$ cat config.mk
export PLATFORM = sky130hd
export DESIGN_NAME = cross_stencil_threshold_count
export DESIGN_NICKNAME = d
export VERILOG_FILES = /design/src/rtl/csc_pkg.sv /design/src/rtl/csc_cell.sv /design/src/rtl/csc_judge.sv /design/src/rtl/cross_stencil_threshold_count.sv
export SDC_FILE = /design/constraint.sdc
export NUM_CORES = 2
export LEC_CHECK = 0
export BUFFER_PORTS_ARGS = -buffer_cell sky130_fd_sc_hd__buf_2
export CAP_MARGIN = 0
export CORE_UTILIZATION = 31
export CTS_BUF_LIST = sky130_fd_sc_hd__clkbuf_8
export DETAILED_ROUTE_END_ITERATION = 16
export GPL_TIMING_DRIVEN = 0
export MAX_ROUTING_LAYER = met4
export PLACE_DENSITY_LB_ADDON = 0.1
export SETUP_SLACK_MARGIN = 0.02
export SLEW_MARGIN = 10
export SYNTH_ARGS = -nofsm -noshare
export SYNTH_HDL_FRONTEND = slang
export SYNTH_SLANG_ARGS = --single-unit
$ cat constraint.sdc
create_clock -name clk -period 41.7 [get_ports clk]
set_clock_uncertainty 0.05 [all_clocks]
set_input_delay 10.425 -clock clk [delete_from_list [all_inputs] [get_ports clk]]
set_output_delay 10.425 -clock clk [all_outputs]
set_load 0.005 [all_outputs]
$ cat src/rtl/csc_pkg.sv
package csc_pkg;

	localparam int ROW_CFG_W  = 11;
	localparam int COL_CFG_W  = 6;
	localparam int THR_W      = 19;
	localparam int CFG_DATA_W = 19;
	localparam int CFG_IDX_W  = 2;
	localparam int ENERGY_W   = 16;
	localparam int COUNT_W    = 16;

	localparam int TAP_CENTER = 0;
	localparam int TAP_UP     = 1;
	localparam int TAP_DOWN   = 2;
	localparam int TAP_LEFT   = 3;
	localparam int TAP_RIGHT  = 4;
	localparam int TAP_COUNT  = 5;

	typedef enum logic [CFG_IDX_W-1:0] {
		REG_ROW_COUNT    = 2'd0,
		REG_COLUMN_COUNT = 2'd1,
		REG_THRESHOLD    = 2'd2
	} reg_index_t;

	typedef struct packed {
		logic active;
		logic up;
		logic down;
		logic left;
		logic right;
	} nbr_mask_t;

endpackage

$ cat src/rtl/csc_cell.sv
module csc_cell #(
	parameter int W = 16
) (
	input  logic         clk,
	input  logic         shift,
	input  logic         inject,
	input  logic [W-1:0] fresh,
	input  logic [W-1:0] from_next,
	output logic [W-1:0] value
);

	logic [W-1:0] value_q;

	always_ff @(posedge clk) begin
		if (shift) begin
			value_q <= inject ? fresh : from_next;
		end
	end

	assign value = value_q;

endmodule

$ cat src/rtl/csc_judge.sv
module csc_judge import csc_pkg::*; #(
	parameter int PIXEL_BITS = 16
) (
	input  logic                                 clk,
	input  logic                                 advance,
	input  logic [TAP_COUNT-1:0][PIXEL_BITS-1:0] taps,
	input  nbr_mask_t                            mask,
	input  logic signed [THR_W-1:0]              threshold,
	output logic                                 hit
);

	localparam int SUM_W = PIXEL_BITS + 3;
	localparam int CMP_W = (SUM_W > THR_W) ? SUM_W : THR_W;

	logic [TAP_COUNT-1:0][PIXEL_BITS-1:0] taps_s1;
	nbr_mask_t                            mask_s1;
	logic signed [SUM_W-1:0]              sum_d;
	logic signed [SUM_W-1:0]              sum_s2;
	logic                                 active_s2;
	logic                                 hit_s3;

	always_comb begin
		sum_d = SUM_W'(signed'(taps_s1[TAP_CENTER]));
		if (mask_s1.up) begin
			sum_d = sum_d + SUM_W'(signed'(taps_s1[TAP_UP]));
		end
		if (mask_s1.down) begin
			sum_d = sum_d + SUM_W'(signed'(taps_s1[TAP_DOWN]));
		end
		if (mask_s1.left) begin
			sum_d = sum_d + SUM_W'(signed'(taps_s1[TAP_LEFT]));
		end
		if (mask_s1.right) begin
			sum_d = sum_d + SUM_W'(signed'(taps_s1[TAP_RIGHT]));
		end
	end

	always_ff @(posedge clk) begin
		if (advance) begin
			taps_s1   <= taps;
			mask_s1   <= mask;
			sum_s2    <= sum_d;
			active_s2 <= mask_s1.active;
			hit_s3    <= active_s2 && (CMP_W'(sum_s2) > CMP_W'(threshold));
		end
	end

	assign hit = hit_s3;

endmodule

$ cat src/rtl/cross_stencil_threshold_count.sv
// Counts, per frame of a row-major grid, the cells whose five-point cross sum (cell plus its
// in-grid up, down, left and right neighbours) is strictly greater than the threshold, and
// delivers the count as one transaction after the last value of the frame. One value is taken
// every clock unless input is stalled; the count is registered once the last value has passed
// the judge stages. Two rows of MAX_COLS delay cells act as the line store, and three judging
// lanes (the row above, the last row and the final cell) each run a three-stage sum and
// compare. Input is stalled only while a finished count still waits at the output and the
// next frame's count reaches it. Row, column and threshold writes restart the frame.
module cross_stencil_threshold_count import csc_pkg::*; #(
	parameter int MAX_COLS   = 32,
	parameter int MAX_ROWS   = 1024,
	parameter int PIXEL_BITS = 16
) (
	input  logic                  clk,
	input  logic                  arst_n,
	input  logic                  cfg_valid,
	output logic                  cfg_ready,
	input  logic [CFG_IDX_W-1:0]  cfg_index,
	input  logic [CFG_DATA_W-1:0] cfg_data,
	input  logic                  in_valid,
	output logic                  in_stall,
	input  logic [ENERGY_W-1:0]   energy,
	output logic                  out_valid,
	input  logic                  out_stall,
	output logic [COUNT_W-1:0]    burst_count
);

	localparam int ROW_W = (MAX_ROWS > 1) ? $clog2(MAX_ROWS) : 1;
	localparam int COL_W = $clog2(MAX_COLS);

	logic [ROW_W-1:0]       rows_last_q;
	logic [COL_W-1:0]       cols_last_q;
	logic signed [THR_W-1:0] thr_q;
	logic [ROW_W-1:0]       row_q;
	logic [COL_W-1:0]       col_q;
	logic [COUNT_W-1:0]     count_q;
	logic [PIXEL_BITS-1:0]  prev1_q;
	logic [PIXEL_BITS-1:0]  prev2_q;
	logic [PIXEL_BITS-1:0]  left_q;
	logic                   out_valid_q;
	logic [COUNT_W-1:0]     burst_count_q;

	logic v_s1, v_s2, v_s3;
	logic last_s1, last_s2, last_s3;

	logic                  cfg_wr;
	reg_index_t            idx;
	logic                  wr_rows, wr_cols, wr_thr, cfg_restart;
	logic [ROW_W-1:0]      rows_last_d;
	logic [COL_W-1:0]      cols_last_d;
	logic [ROW_CFG_W-1:0]  rows_cfg;
	logic [COL_CFG_W-1:0]  cols_cfg;

	logic                  hold;
	logic                  in_accept;
	logic                  push;
	logic [PIXEL_BITS-1:0] px;
	logic                  first_row, last_row, first_col, last_col, frame_end;

	logic [MAX_COLS-1:0][PIXEL_BITS-1:0] row_a;
	logic [MAX_COLS-1:0][PIXEL_BITS-1:0] row_b;

	logic [TAP_COUNT-1:0][PIXEL_BITS-1:0] taps_x, taps_y, taps_z;
	nbr_mask_t                            mask_x, mask_y, mask_z;
	logic                                 hit_x, hit_y, hit_z;
	logic [1:0]                           hits_s3;
	logic [COUNT_W:0]                     count_sum;
	logic [COUNT_W-1:0]                   count_sat;

	// Configuration decode and clamping of the grid dimensions.
	assign cfg_ready = 1'b1;
	assign cfg_wr    = cfg_valid && cfg_ready;
	assign idx       = reg_index_t'(cfg_index);
	assign rows_cfg  = cfg_data[ROW_CFG_W-1:0];
	assign cols_cfg  = cfg_data[COL_CFG_W-1:0];

	always_comb begin
		wr_rows = 1'b0;
		wr_cols = 1'b0;
		wr_thr  = 1'b0;
		unique case (idx)
			REG_ROW_COUNT:    wr_rows = cfg_wr;
			REG_COLUMN_COUNT: wr_cols = cfg_wr;
			REG_THRESHOLD:    wr_thr  = cfg_wr;
			default:          wr_thr  = 1'b0;
		endcase
	end

	assign cfg_restart = wr_rows || wr_cols || wr_thr;

	always_comb begin
		if (rows_cfg == '0) begin
			rows_last_d = '0;
		end else if (32'(rows_cfg) > MAX_ROWS) begin
			rows_last_d = ROW_W'(MAX_ROWS - 1);
		end else begin
			rows_last_d = ROW_W'(32'(rows_cfg) - 32'd1);
		end
		if (cols_cfg == '0) begin
			cols_last_d = '0;
		end else if (32'(cols_cfg) > MAX_COLS) begin
			cols_last_d = COL_W'(MAX_COLS - 1);
		end else begin
			cols_last_d = COL_W'(32'(cols_cfg) - 32'd1);
		end
	end

	// Handshake and position within the frame.
	assign hold      = v_s3 && last_s3 && out_valid_q && out_stall;
	assign in_stall  = hold;
	assign in_accept = in_valid && !in_stall;
	assign push      = v_s3 && last_s3 && !hold;
	assign px        = PIXEL_BITS'(energy);

	assign first_row = (row_q == '0);
	assign last_row  = (row_q == rows_last_q);
	assign first_col = (col_q == '0);
	assign last_col  = (col_q == cols_last_q);
	assign frame_end = last_row && last_col;

	// Two rows of delay cells; each row delays by the configured column count.
	for (genvar i = 0; i < MAX_COLS; i++) begin : g_line
		logic [PIXEL_BITS-1:0] next_a;
		logic [PIXEL_BITS-1:0] next_b;
		if (i == MAX_COLS - 1) begin : g_tail
			assign next_a = px;
			assign next_b = row_a[0];
		end else begin : g_body
			assign next_a = row_a[i+1];
			assign next_b = row_b[i+1];
		end

		csc_cell #(.W(PIXEL_BITS)) u_cell_a (
			.clk       (clk),
			.shift     (in_accept),
			.inject    (cols_last_q == COL_W'(i)),
			.fresh     (px),
			.from_next (next_a),
			.value     (row_a[i])
		);

		csc_cell #(.W(PIXEL_BITS)) u_cell_b (
			.clk       (clk),
			.shift     (in_accept),
			.inject    (cols_last_q == COL_W'(i)),
			.fresh     (row_a[0]),
			.from_next (next_b),
			.value     (row_b[i])
		);
	end

	// Lane X judges the cell above the new value, lane Y the cell to its left in the
	// last row, and lane Z the final cell of the frame.
	always_comb begin
		taps_x[TAP_CENTER] = row_a[0];
		taps_x[TAP_UP]     = row_b[0];
		taps_x[TAP_DOWN]   = px;
		taps_x[TAP_LEFT]   = left_q;
		taps_x[TAP_RIGHT]  = row_a[1];
		mask_x.active      = !first_row;
		mask_x.up          = (row_q > ROW_W'(1));
		mask_x.down        = 1'b1;
		mask_x.left        = !first_col;
		mask_x.right       = !last_col;

		taps_y[TAP_CENTER] = prev1_q;
		taps_y[TAP_UP]     = left_q;
		taps_y[TAP_DOWN]   = '0;
		taps_y[TAP_LEFT]   = prev2_q;
		taps_y[TAP_RIGHT]  = px;
		mask_y.active      = last_row && !first_col;
		mask_y.up          = !first_row;
		mask_y.down        = 1'b0;
		mask_y.left        = (col_q > COL_W'(1));
		mask_y.right       = 1'b1;

		taps_z[TAP_CENTER] = px;
		taps_z[TAP_UP]     = row_a[0];
		taps_z[TAP_DOWN]   = '0;
		taps_z[TAP_LEFT]   = prev1_q;
		taps_z[TAP_RIGHT]  = '0;
		mask_z.active      = frame_end;
		mask_z.up          = !first_row;
		mask_z.down        = 1'b0;
		mask_z.left        = !first_col;
		mask_z.right       = 1'b0;
	end

	csc_judge #(.PIXEL_BITS(PIXEL_BITS)) u_judge_x (
		.clk       (clk),
		.advance   (!hold),
		.taps      (taps_x),
		.mask      (mask_x),
		.threshold (thr_q),
		.hit       (hit_x)
	);

	csc_judge #(.PIXEL_BITS(PIXEL_BITS)) u_judge_y (
		.clk       (clk),
		.advance   (!hold),
		.taps      (taps_y),
		.mask      (mask_y),
		.threshold (thr_q),
		.hit       (hit_y)
	);

	csc_judge #(.PIXEL_BITS(PIXEL_BITS)) u_judge_z (
		.clk       (clk),
		.advance   (!hold),
		.taps      (taps_z),
		.mask      (mask_z),
		.threshold (thr_q),
		.hit       (hit_z)
	);

	assign hits_s3   = 2'(hit_x) + 2'(hit_y) + 2'(hit_z);
	assign count_sum = {1'b0, count_q} + (COUNT_W + 1)'(hits_s3);
	assign count_sat = count_sum[COUNT_W] ? '1 : count_sum[COUNT_W-1:0];

	always_ff @(posedge clk) begin
		if (in_accept) begin
			prev1_q <= px;
			prev2_q <= prev1_q;
			left_q  <= row_a[0];
		end
		if (push) begin
			burst_count_q <= count_sat;
		end
	end

	always_ff @(posedge clk or negedge arst_n) begin
		if (!arst_n) begin
			rows_last_q <= '0;
			cols_last_q <= '0;
			thr_q       <= '0;
			row_q       <= '0;
			col_q       <= '0;
			count_q     <= '0;
		end else begin
			if (wr_rows) begin
				rows_last_q <= rows_last_d;
			end
			if (wr_cols) begin
				cols_last_q <= cols_last_d;
			end
			if (wr_thr) begin
				thr_q <= signed'(cfg_data[THR_W-1:0]);
			end
			if (cfg_restart) begin
				row_q   <= '0;
				col_q   <= '0;
				count_q <= '0;
			end else begin
				if (in_accept) begin
					if (last_col) begin
						col_q <= '0;
						row_q <= last_row ? '0 : row_q + ROW_W'(1);
					end else begin
						col_q <= col_q + COL_W'(1);
					end
				end
				if (v_s3 && !hold) begin
					count_q <= last_s3 ? '0 : count_sat;
				end
			end
		end
	end

	always_ff @(posedge clk or negedge arst_n) begin
		if (!arst_n) begin
			v_s1        <= 1'b0;
			v_s2        <= 1'b0;
			v_s3        <= 1'b0;
			last_s1     <= 1'b0;
			last_s2     <= 1'b0;
			last_s3     <= 1'b0;
			out_valid_q <= 1'b0;
		end else begin
			if (!hold) begin
				v_s1    <= in_accept;
				last_s1 <= frame_end;
				v_s2    <= v_s1;
				last_s2 <= last_s1;
				v_s3    <= v_s2;
				last_s3 <= last_s2;
			end
			if (push) begin
				out_valid_q <= 1'b1;
			end else if (!out_stall) begin
				out_valid_q <= 1'b0;
			end
		end
	end

	assign out_valid   = out_valid_q;
	assign burst_count = burst_count_q;

	a_position_in_grid: assert property (@(posedge clk) disable iff (!arst_n)
		(row_q <= rows_last_q) && (col_q <= cols_last_q))
		else $error("Frame position lies outside the configured grid.");

	a_frame_wraps: assert property (@(posedge clk) disable iff (!arst_n)
		in_accept && frame_end && !cfg_restart |=> (row_q == '0) && (col_q == '0))
		else $error("Frame position did not return to the origin after the last value.");

	a_count_cleared: assert property (@(posedge clk) disable iff (!arst_n)
		push |=> (count_q == '0))
		else $error("Running count not cleared after the frame result.");

	a_result_source: assert property (@(posedge clk) disable iff (!arst_n)
		$rose(out_valid_q) |-> $past(v_s3 && last_s3))
		else $error("Result transaction raised without a finished frame.");

endmodule

==> qor.yml <==
status: "complete, no violations"
overflow: 0
core-area_um2: 200300
ant_nets: 0
num-nets-final: 4718
setup_viol: 0
path_depth: 4
drc: 0
setup-tns-final_ns: 0
worstPathArrival_ns: 11.69
synth_top_area_cell: "edfxtp_1"
syn_avg_cell_area_um2: 15.23
synthCells: 4115
mappedNetlistArea_um2: 62680
hold_path_startpoint: "g_line[0].u_cell_b.value[0]$_DFFE_PP_"
critPathSlowestCell: "nand4_1"
hold_path_end: "u_judge_x.taps_s1[16]$_DFFE_PN_"
cp-start-kind: "input port"
first_pass_iters: 5
cts_inserted_buffers: 234
grt_pass1_wl_um: 242800
cp_slowest_stage_delay_ns: 0.62
antenna_found_initial: 5
area_delta_synth_final_pct: 13.60
ios: 61
finalWeightedCongestion: 0.8240
viasPerCell: 4.744
fin_crit_sh: 0.5316
grt_pass1_vias: 35930
drive_gt1_frac: 0.3238
synth.top_cell.area_share: 0.5931
fillCellCount: 19300
final_cell_mix: "1238 x edfxtp_1, 1087 x mux2_2, 243 x clkbuf_8, 226 x ha_1, 174 x inv_1"
clk_latency_ns: 0.97
crit_family: "buffers and inverters"
tightest_slew_ns: 1.151
synth_edf_count: 1238
path_buf_inv: 3
max_cap_viol_count: 0
rrSetupSlack_ns: 34.04
num_vias: 34580
r2r_cells: 27
grt_util_all_layers: 0.1638
cp_max_fo: 14
max_slew_margin: 0.2299
synth_cell_types: 80
dpl.hpwl_um: 112500
routedWlPerCell_um: 22.26
min_period_ns: 22.17
root_buffer: "clkbuf_8"
ir_worst_vdd_mv: 0.03451
ys_seq_elements: 1310
async_flop_share: 0.05496
clock_path_buffers: 3
num_rows: 164
seq_area_frac_synth: 0.6219
cts.sinks: 1310
end_kind: "output pin"
reg2reg_from: "u_judge_x.mask_s1[3]$_DFFE_PN_"
crit_chain: "buf_2 -> nand4_1 -> inv_1 -> buf_2"
p_leak_nw: 25.94
final_common_cell: "edfxtp_1"
holdBufCountCts: 0
fmax_mhz: 45.11
critPathRequiredTime_ns: 31.23
rr_endpoint: "u_judge_x.sum_s2[18]$_DFFE_PN_"
power.density_nw_per_um2: 51.80
wl_um: 162300
die_y_um: 451.6
htreeDepth: 4
yosys_warnings: 0
report.final.slew_viol_count: 0
tritoncts: "yes"
dieWidth_um: 451.6
min_path_cells: 0
cts_setup_buffers: 0
cts.reportedPaths.clkPinSlew_ns: 0.06
dieArea_um2: 204000
grt_max_degree: 118
cts_resized: 0
synth_flop_cell: "edfxtp_1"
crit_path_frequent_cell: "buf_2"
total_power_mw: 3.688
syn_nets: 4394
start_util: 0.3129
portBuffers: 58
critPathKind: "in -> out"
hold_violations: 0
yosys-top-cells-area: "edfxtp_1 59%, mux2_2 20%, ha_1 4.5%"
hp-class: "reg -> reg"
rsz0062_at_grt: "false"
drtIter0Drc: 2562
[stage by stage]
stage / area [um2] / utilization / std cells / setup slack [ns] / hold WS [ns]
after floorplan: 62680 / - / 4115 / 2.867 / 0.3503
after CTS: 71180 / 0.3554 / 7283 / 19.49 / 0.3560
after global routing: 71190 / 0.3555 / 7286 / 19.39 / 0.3711
final: 71200 / 0.3555 / 7289 / 19.53 / 0.3572
after detailed placement: 66860 / 0.3339 / 6859 / 19.49 / 0.3545
after global placement: 66290 / 0.3310 / 6829 / -16.53 / 0.3519
[where the power goes]
group | internal (mW) | switching, mW | total, mW
registers | 1.62 | 0.0641 | 1.68
clock network | 0.572 | 0.562 | 1.13
logic | 0.391 | 0.482 | 0.873
[Yosys cell counts (38+ instances only)]
cell type,number
o21ai_0,87
xnor2_1,83
xor2_1,63
dfrtp_1,72
buf_1,60
clkbuf_1,173
mux2_2,1087
nand3_1,39
inv_1,80
a21o_1,71
nor2_1,137
nand2_1,139
nor3_1,38
ha_1,226
a21oi_1,123
edfxtp_1,1238
[sequential cells by signal (all words and copies together), names as in the netlist, 19 cells and up]
name and count:
thr_q 19, u_judge_x.sum_s2 19, g_line.u_cell_b.value 512, u_judge_y.sum_s2 19, g_line.u_cell_a.value 512, u_judge_z.sum_s2 19
u_judge_x.taps_s1 80
[kinds of logic (layout without fill, tap and decap cells)]
family,after synthesis,count (layout),synth area share
flops,1310,1310,0.6219
mux,1093,1093,0.1963
simple gates,526,526,0.04106
compound gates,485,485,0.05230
buf+inv,316,828,0.01903
fa+ha+maj,237,237,0.04863
xor+xnor,147,147,0.02076
other cells,1,7,0.00005983
[worst max path at each step]
| stage | from | endpoint | slack, ns |
|---|---|---|---|
| floorplan | out_stall | col_q[2]$_DFFE_PN0P_ | 2.87 |
| global placement | out_stall | g_line[16].u_cell_a.value[6]$_DFFE_PP_ | -16.53 |
| detailed placement | out_stall | in_stall | 19.49 |
| CTS | out_stall | in_stall | 19.49 |
| global route | out_stall | in_stall | 19.39 |
| finish | out_stall | in_stall | 19.53 |
[layer usage]
layer / part of all wire / wire length (um) / track usage
met5: 0 / 0 / -
met4: 0.030 / 4879 / 0.05307
met3: 0.035 / 5652 / 0.02665
met2: 0.47 / 75990 / 0.2561
met1: 0.47 / 75760 / 0.2166
[cell type report]
| class | count | area [um2] | area share |
|---|---|---|---|
| diodes | 6 | 15.01 | 0.0002109 |
| plain buffers | 236 | 892.1 | 0.01253 |
| clock buffers | 243 | 3344 | 0.04697 |
| clock inverters | 181 | 975.9 | 0.01371 |
| inverters | 80 | 307.8 | 0.004323 |
| multi-input cells | 2489 | 22510 | 0.3162 |
| flip-flops and latches | 1310 | 38980 | 0.5474 |
| well taps | 2656 | 3323 | 0.04668 |
| repair buffers | 88 | 848.3 | 0.01191 |
(Power assumes the default switching activity.)
